==> src/rtl/kss_pkg.sv <==
package kss_pkg;

    // Default geometry of the table.
    localparam int DEF_SLOT_COUNT = 32;
    localparam int DEF_KEY_BYTES  = 8;

    // Widest slot index and count that the largest supported table needs.
    localparam int IDX_MAX_W = 8;
    localparam int CNT_MAX_W = 9;

    localparam int KEY_W   = 64;
    localparam int STATE_W = 8;
    localparam int OWNER_W = 32;

    // Request codes.
    localparam logic [2:0] ACT_FIND        = 3'd0;
    localparam logic [2:0] ACT_FIND_ASSIGN = 3'd1;
    localparam logic [2:0] ACT_GET         = 3'd2;
    localparam logic [2:0] ACT_SET         = 3'd3;
    localparam logic [2:0] ACT_SEED        = 3'd4;
    localparam logic [2:0] ACT_REAP        = 3'd5;

    // Result status codes.
    localparam logic [1:0] ST_FOUND   = 2'd0;
    localparam logic [1:0] ST_NEW     = 2'd1;
    localparam logic [1:0] ST_MISSING = 2'd2;
    localparam logic [1:0] ST_FULL    = 2'd3;

    // "status/" in the low seven bytes, first character lowest.
    localparam logic [KEY_W-1:0] STATUS_PREFIX      = 64'h002F_7375_7461_7473;
    localparam logic [KEY_W-1:0] STATUS_PREFIX_MASK = 64'h00FF_FFFF_FFFF_FFFF;

    // A request walking down the row of slot cells, gathering scan results.
    typedef struct packed {
        logic                 valid;
        logic [2:0]           action;
        logic [KEY_W-1:0]     key;
        logic [STATE_W-1:0]   want;
        logic [OWNER_W-1:0]   owner;
        logic                 hit;
        logic [IDX_MAX_W-1:0] hit_idx;
        logic [STATE_W-1:0]   hit_state;
        logic [OWNER_W-1:0]   hit_owner;
        logic                 free_seen;
        logic [IDX_MAX_W-1:0] open_idx;
        logic [CNT_MAX_W-1:0] reaped;
    } t_tok;

    // Write-back of one slot at the end of a request.
    typedef struct packed {
        logic                 en;
        logic [IDX_MAX_W-1:0] idx;
        logic [KEY_W-1:0]     key;
        logic [STATE_W-1:0]   state;
        logic [OWNER_W-1:0]   owner;
    } t_wr;

endpackage

==> src/rtl/kss_cell.sv <==
module kss_cell #(
    parameter int CELL_IDX = 0
) (
    input  logic          i_clk,
    input  logic          i_rst_n,
    input  kss_pkg::t_tok i_tok,
    input  kss_pkg::t_wr  i_wr,
    output kss_pkg::t_tok o_tok
);
    import kss_pkg::*;

    localparam logic [IDX_MAX_W-1:0] MY_IDX = IDX_MAX_W'(CELL_IDX);

    logic [KEY_W-1:0]   r_key;
    logic [STATE_W-1:0] r_state;
    logic [OWNER_W-1:0] r_owner;
    t_tok               r_tok;
    t_tok               n_tok;

    logic w_used;
    logic w_reap_hit;
    logic w_is_reap;
    logic w_wr_me;

    assign w_used    = (r_key[7:0] != 8'd0);
    assign w_is_reap = (i_tok.action == ACT_REAP);
    assign w_wr_me   = i_wr.en && (i_wr.idx == MY_IDX);
    assign w_reap_hit = i_tok.valid && w_is_reap && w_used && (r_owner != '0)
                        && ((r_key & STATUS_PREFIX_MASK) == STATUS_PREFIX)
                        && (r_owner == i_tok.owner);

    always_comb begin
        n_tok = i_tok;
        if (w_is_reap) begin
            if (w_reap_hit && (r_state != '0)) begin
                n_tok.reaped = i_tok.reaped + CNT_MAX_W'(1);
            end
        end else if (!i_tok.hit) begin
            // Only the first free slot before any match is remembered.
            if (!w_used) begin
                if (!i_tok.free_seen) begin
                    n_tok.free_seen = 1'b1;
                    n_tok.open_idx  = MY_IDX;
                end
            end else if (r_key == i_tok.key) begin
                n_tok.hit       = 1'b1;
                n_tok.hit_idx   = MY_IDX;
                n_tok.hit_state = r_state;
                n_tok.hit_owner = r_owner;
            end
        end
    end

    always_ff @(posedge i_clk) begin
        if (!i_rst_n) begin
            r_key       <= '0;
            r_state     <= '0;
            r_owner     <= '0;
            r_tok.valid <= 1'b0;
        end else begin
            r_tok <= n_tok;
            if (w_wr_me) begin
                r_key   <= i_wr.key;
                r_state <= i_wr.state;
                r_owner <= i_wr.owner;
            end else if (w_reap_hit) begin
                r_state <= '0;
                r_owner <= '0;
            end
        end
    end

    assign o_tok = r_tok;

endmodule

==> config.mk <==
export PLATFORM = sky130hd
export DESIGN_NAME = kss_cell
export DESIGN_NICKNAME = d
export VERILOG_FILES = /design/src/rtl/kss_pkg.sv /design/src/rtl/kss_cell.sv
export SDC_FILE = /design/constraint.sdc
export NUM_CORES = 1
export LEC_CHECK = 0
export ABC_CLOCK_PERIOD_IN_PS = 7950
export BUFFER_PORTS_ARGS = -buffer_cell sky130_fd_sc_hd__buf_2
export CAP_MARGIN = 20
export CORE_AREA = 2 2 180 182
export CTS_CLUSTER_SIZE = 28
export DETAILED_ROUTE_END_ITERATION = 10
export DIE_AREA = 0 0 182 184
export PLACE_DENSITY = 0.64
export REMOVE_ABC_BUFFERS = 1
export SYNTH_ARGS = -nofsm -noshare
export SYNTH_HDL_FRONTEND = slang
export SYNTH_SLANG_ARGS = --single-unit
==> constraint.sdc <==
create_clock -name i_clk -period 7.95 [get_ports i_clk]
set_input_delay 0 -clock i_clk [delete_from_list [all_inputs] [get_ports i_clk]]
set_output_delay 0 -clock i_clk [all_outputs]
set_load 0.02 [all_outputs]
==> flow_summary.yaml, run 1 <==
worst_setup_path:
  reg2reg_depth: 8
  critPathKind: "register to register"
  endpoint_kind: "register"
  crit_family: "simple AND/OR/NAND/NOR gates"
  slowest_delay_ns: 0.84
  path_cells: "xnor2_1 -> nand4_1 -> nor4_1 -> nand4_1 -> or4_4 -> or3_4 -> xnor2_2 -> dlygate4sd3_1"
  path_max_fanout: 48
  crit_buf_inv: 1
  crit_required_ns: 8.26
  arrival_ns: 4.11
  critPathLaunchType: "register"
  cp_slowest_cell: "or4_4"
  r2r-start: "r_owner[5]$_SDFFE_PN0P_"
  timing.rr.end: "o_tok[3]$_DFFE_PP_"
  crit_top_cell: "nand4_1"
  rrSetupSlack_ns: 4.14
sta:
  period_needed_ns: 3.81
  report.final.slew_viol_count: 0
  skew_ns: 0.0130
  grt_setup_unrepaired: "false"
  relSlewSlack_pct: 36.2
  fin_ws_ns: 4.14
  worstMarginPinSlew_ns: 0.957
  setup_viol: 0
  post-route-period-util_pct: 47.9
  tns_ns: 0
  hold_violations: 0
  clock.fmax_mhz: 263
cells_and_area:
  drive_gt1_share_pct: 33.8
  postLayoutCoreUtil_pct: 57.0
  synthToLayoutAreaGrowth_pct: 58.1
  postLayoutCellArea_um2: 17900
  multi_input_area_um2: 3780
  fin_cells: 2079
  n_antenna_cell: 0
  regArea_um2: 7330
  final_nets: 1943
  num-fill-cells: 2554
clock_tree:
  cts_made_buffers: 31
  clock_latency_ns: 0.56
  h-tree-depth: 1
  numClockSinks: 279
  cts_tree: "done"
  post_cts_buffers: 0
  clockRootBuffer: "clkbuf_16"
  clkTransAtPathRegs_ns: 0.06
  clk_path_buf_depth: 3
synthesis:
  synth_edf_count: 174
  synthFlopType: "edfxtp_1"
  yosys_warnings: 0
  yosys.area.top_type: "edfxtp_1"
  ys_seq_area_share_pct: 64.8
  ys_async_sr_fraction_pct: 0
  avgSynthCellArea_um2: 12.5
  synthTopCellsByArea: "edfxtp_1 46%, dfxtp_1 19%, a21boi_0 6.9%"
  synth_cells: 907
  yosys.cell_types.count: 42
  syn_area_um2: 11300
  yosys_register_bits: 279
  yosysTopAreaCellShare_pct: 46.2
run_status:
  status: "finished, final reports clean"
floorplan:
  core_area_um2: 31400
  start_util_pct: 36.0
  die_w_um: 182
  dieArea_um2: 33500
  rows: 65
  die_y_um: 184
  io-pin-count: 465
pwr:
  p_leak_nw: 7.19
  p_sw_share_pct: 23.9
  internal_power_w: 0.00269
  pwr-share-clk_pct: 40.5
  combPwrFrac_pct: 13.2
  vdd_drop_max_uv: 154
  p_sw_w: 0.000848
  p_per_area_nw_per_um2: 198
  seq_power_share_pct: 46.4
grt:
  antenna_found_initial: 0
  grt_usage_pct: 24.0
  grt_pass1_vias: 10700
  grt_start_max_net_pins: 137
  grt_pass1_wl_um: 61600
  grt.overflow.total: 0
flow_run:
  maxCapViolCount: 0
worst_hold_path:
  min-delay-start: "i_rst_n"
  hold_end: "o_tok[138]$_DFFE_PP_"
  min_path_cells: 1
  hold_path_class: "input pin to register"
route:
  firstDrtPassIters: 5
  drc: 0
  wirelength_um: 42200
  vias: 10100
  drt_iter0_markers: 634
  ant_nets: 0
  wl_per_cell_um: 20.3
  vias_per_cell: 4.87
placement:
  place_ws_ns: 4.45
  place_inst: 1736
  place_hpwl_um: 28700
  dpl_cell_area_um2: 14000
  io_buffers: 464
  place.gp.congestion: 0.865
==> power by group through the flow <==
stage                     logic [W]  registers, W  clock network (W)
after global placement     0.000343       0.00167                  0
after detailed placement   0.000344       0.00167                  0
after CTS                  0.000459       0.00164            0.00145
after global routing       0.000488       0.00165            0.00152
final                      0.000466       0.00164            0.00143
after floorplan           0.0000449       0.00176                  0
==> layout make-up <==
| class | instances | area share [%] |
|---|---|---|
| clock buffer | 46 | 4.88 |
| clock inverter | 12 | 0.763 |
| inverter | 8 | 0.168 |
| multi-input combinational | 576 | 21.1 |
| sequential | 279 | 41.0 |
| tap | 402 | 2.81 |
| timing repair buffer | 756 | 29.3 |
==> cells in the final DEF, fill, tap and decap left out, types with 7 or more instances in the layout <==
| cell type | count |
|---|---|
| buf_2 | 463 |
| dlygate4sd3_1 | 285 |
| nand2_1 | 174 |
| edfxtp_1 | 174 |
| dfxtp_1 | 105 |
| a21boi_0 | 104 |
| xor2_1 | 58 |
| nand3_1 | 46 |
| mux2_2 | 41 |
| xnor2_1 | 40 |
| clkbuf_16 | 31 |
| nor4_1 | 28 |
| nand4_1 | 20 |
| nor2b_1 | 17 |
| nor2_1 | 11 |
| clkbuf_1 | 11 |
| inv_1 | 8 |
| buf_4 | 7 |
==> logic make-up (layout without fill, tap and decap cells) <==
group / after synthesis / count (layout) / synth area share (%)
muxes: 41 / 41 / 4.08
AOI/OAI and AO/OA: 111 / 111 / 7.38
DFF: 279 / 279 / 64.8
xor gates and xnor gates: 99 / 99 / 7.73
buffers and inverters: 52 / 822 / 1.91
adders and majority gates: 1 / 1 / 0.111
and+or+nand+nor: 324 / 324 / 14.0
==> timing repair <==
action | CTS | global route
hold buffers | 285 | 0
resized for setup | 0 | 0
hold endpoints to repair | 279 | 0
==> synthesized netlist by cell type (2+ instances only) <==
cell type    n
a21boi_0   104
and4_1       3
buf_1        2
buf_2        2
buf_4        3
clkbuf_1    36
dfxtp_1    105
edfxtp_1   174
inv_1        8
mux2_2      41
nand2_1    174
nand3_1     46
nand4_1     20
nand4b_1     3
nor2_1      11
nor2b_1     17
nor3_1       4
nor4_1      28
nor4_2       2
nor4b_2      2
nor4bb_1     2
o211ai_1     2
o22ai_1      2
or3_1        2
xnor2_1     40
xor2_1      58
==> worst max-delay path by stage <==
stage                                   from                  end  slack (ns)  cells after the start
global placement    r_owner[15]$_SDFFE_PN0P_   o_tok[1]$_DFFE_PP_        4.46                      6
CTS                    r_key[2]$_SDFFE_PN0P_   o_tok[3]$_DFFE_PP_        3.96                      8
detailed placement     r_key[2]$_SDFFE_PN0P_   o_tok[1]$_DFFE_PP_        4.45                      7
finish               r_owner[5]$_SDFFE_PN0P_   o_tok[3]$_DFFE_PP_        4.14                      8
floorplan             r_key[19]$_SDFFE_PN0P_  o_tok[18]$_DFFE_PP_        3.40                      7
global route           r_key[2]$_SDFFE_PN0P_   o_tok[5]$_DFFE_PP_        3.76                      8
==> through the flow <==
| step | power (W) | hold WS [ns] |
|---|---|---|
| 4_1_cts | 0.00355 | 0.0558 |
| 5_1_grt | 0.00365 | 0.0733 |
| 6_report | 0.00354 | 0.0565 |
| 3_5_place_dp | 0.00201 | 0.179 |
| 2_1_floorplan | 0.00181 | 0.0989 |
| 3_3_place_gp | 0.00201 | 0.177 |
==> flip-flops by register name (all words and copies together), names as in the netlist <==
name	cells
o_tok	175
r_key	64
r_owner	32
r_state	8
==> metal layers <==
| metal | global-route usage (%) | routed length (um) | up-vias |
|---|---|---|---|
| met4 | 7.19 | 1050 | 0 |
| met5 | 0 | 0 | - |
| met3 | 3.07 | 2320 | 82 |
| li1 | - | - | 4733 |
| met1 | 30.9 | 17500 | 4898 |
| met2 | 42.3 | 21300 | 405 |
(Power assumes the default switching activity.)
==> run 2: changes to the inputs <==
Settings changed: ABC_CLOCK_PERIOD_IN_PS 7950 to 3200, CORE_AREA 2 2 180 182 to 2 2 179 181, DIE_AREA 0 0 182 184 to 0 0 181 183, PLACE_DENSITY 0.64 to 0.67.
Clock period 7.95 ns to 3.2 ns, I/O delays scaled along.
==> flow_summary.yaml, run 2 (synthesis gave the netlist of run 1 again) <==
sta:
  tns_ns: 0
  report.final.slew_viol_count: 0
  relSlewSlack_pct: 47.5
  hold_violations: 0
  setup_viol: 0
  clock.fmax_mhz: 325
  grt_setup_unrepaired: "true"
  period_needed_ns: 3.08
  worstMarginPinSlew_ns: 0.787
  post-route-period-util_pct: 96.1
  skew_ns: 0.0201
placement:
  dpl_cell_area_um2: 14200
  io_buffers: 464
  place_inst: 1746
  place.gp.congestion: 0.835
  place_hpwl_um: 28400
cells_and_area:
  final_nets: 1968
  drive_gt1_share_pct: 34.0
  fin_cells: 2107
  largest_reg_flops: 175
  num-fill-cells: 2491
  postLayoutCellArea_um2: 18200
  postLayoutCoreUtil_pct: 58.3
  final_cell_mix: "463 x buf_2, 301 x dlygate4sd3_1, 174 x nand2_1, 174 x edfxtp_1, 105 x dfxtp_1"
  synthToLayoutAreaGrowth_pct: 61.0
  mostFrequentLayoutCell: "buf_2"
worst_setup_path:
  critPathKind: "register to register"
  endpoint_kind: "register"
  critPathLaunchType: "register"
  path_max_fanout: 48
  crit_required_ns: 3.51
  arrival_ns: 3.38
grt:
  use_met2_pct: 43.0
  antenna_found_initial: 4
  grt_start_max_net_pins: 109
  grt_pass1_vias: 10800
  grt.overflow.total: 0
  grt_pass1_wl_um: 61900
  gr-usage-met1_pct: 30.5
  use_met3_pct: 3.85
  grt_usage_pct: 24.3
  grt.busiest_layer: "met2"
route:
  wl_per_cell_um: 20.1
  drt_iter0_markers: 751
  firstDrtPassIters: 5
  vias: 10500
  ant_nets: 0
  vias_per_cell: 5.00
  drc: 0
  wirelength_um: 42400
clock_tree:
  cts_tree: "done"
  clockRootBuffer: "clkbuf_16"
  clk_path_buf_depth: 3
  clock_latency_ns: 0.57
  h-tree-depth: 1
  post_cts_buffers: 0
  clkTransAtPathRegs_ns: 0.06
  cts_made_buffers: 30
  numClockSinks: 279
pwr:
  p_sw_share_pct: 24.3
  internal_power_w: 0.00665
  seq_power_share_pct: 46.3
  p_sw_w: 0.00214
  pwr-share-clk_pct: 40.5
  p_leak_nw: 7.37
  combPwrFrac_pct: 13.1
  p_per_area_nw_per_um2: 483
  vdd_drop_max_uv: 421
run_status:
  status: "finished, final reports clean"
worst_hold_path:
  hold_path_class: "input pin to register"
flow_run:
  maxCapViolCount: 0
floorplan:
  die_w_um: 181
  die_y_um: 183
  core_area_um2: 31200
  rows: 65
  io-pin-count: 465
  dieArea_um2: 33100
  start_util_pct: 36.2
## run 2: changes by cell type in the layout (fill, tap and decap cells not counted), sizes merged
cell and change:
clkbuf -1, diode +5, dlygate4sd3 +16, inv -1, bufinv -1, clkinvlp +2, buf +10, clkinv -2
## run 2: layer usage
metal	vias to the layer above	wire length, um
met2	533	21100
met1	5097	16900
met3	103	3100
met5	-	13
met4	2	1330
li1	4794	-
## run 2: cell type report
cell class / count / area [um^2] / area share (%)
repair buffers: 782 / 5540 / 30.4
inverters: 8 / 30.0 / 0.165
multi-input cells: 576 / 3790 / 20.8
clock buffers: 45 / 888 / 4.88
well taps: 402 / 503 / 2.76
diodes: 5 / 12.5 / 0.0687
clock inverters: 10 / 121 / 0.667
flip-flops and latches: 279 / 7330 / 40.2
## run 2: stage by stage
step           total power (W)  hold WS (ns)  setup WS, ns
4_1_cts                0.00881        0.0498         0.110
2_1_floorplan          0.00450        0.0989         -1.35
3_3_place_gp           0.00499         0.177         0.170
3_5_place_dp           0.00500         0.179         0.125
5_1_grt                0.00905         0.104       -0.0137
6_report               0.00879        0.0722         0.125
## run 2: path summary, 6_finish.rpt
| kind | startpoint | to | slack (ns) | cells past startpoint |
|---|---|---|---|---|
| worst max-delay path | r_key[45]$_SDFFE_PN0P_ | o_tok[36]$_DFFE_PP_ | 0.12 | 8 |
| worst min-delay path | i_wr[110] | r_key[0]$_SDFFE_PN0P_ | 0.07 | 5 |
| worst max register to register | r_key[45]$_SDFFE_PN0P_ | o_tok[36]$_DFFE_PP_ | 0.12 | 8 |
| worst min register to register | r_key[63]$_SDFFE_PN0P_ | r_key[63]$_SDFFE_PN0P_ | 0.48 | 2 |
## run 2: power groups by stage
stage	Clock [W]	Sequential, W	Combinational [W]
floorplan	0	0.00438	0.000112
global placement	0	0.00414	0.000849
global route	0.00375	0.00409	0.00121
finish	0.00356	0.00407	0.00116
detailed placement	0	0.00414	0.000854
CTS	0.00361	0.00407	0.00114
## run 2: repair_timing
| item | 4_1_cts | 5_1_grt |
|---|---|---|
| hold buffers | 301 | 0 |
| hold endpoints to repair | 300 | 0 |
| setup endpoints to repair | 0 | 42 |
| resized for setup | 0 | 2 |
## run 2: critical path, stage by stage (launching register included)
cell,delay [ns]
dfxtp_1,0.34
xor2_1,0.19
nor4_2,0.48
nand4_1,0.14
nor4_1,0.35
nand4_1,0.25
nor4_4,0.32
buf_12,0.31
mux2_2,0.38
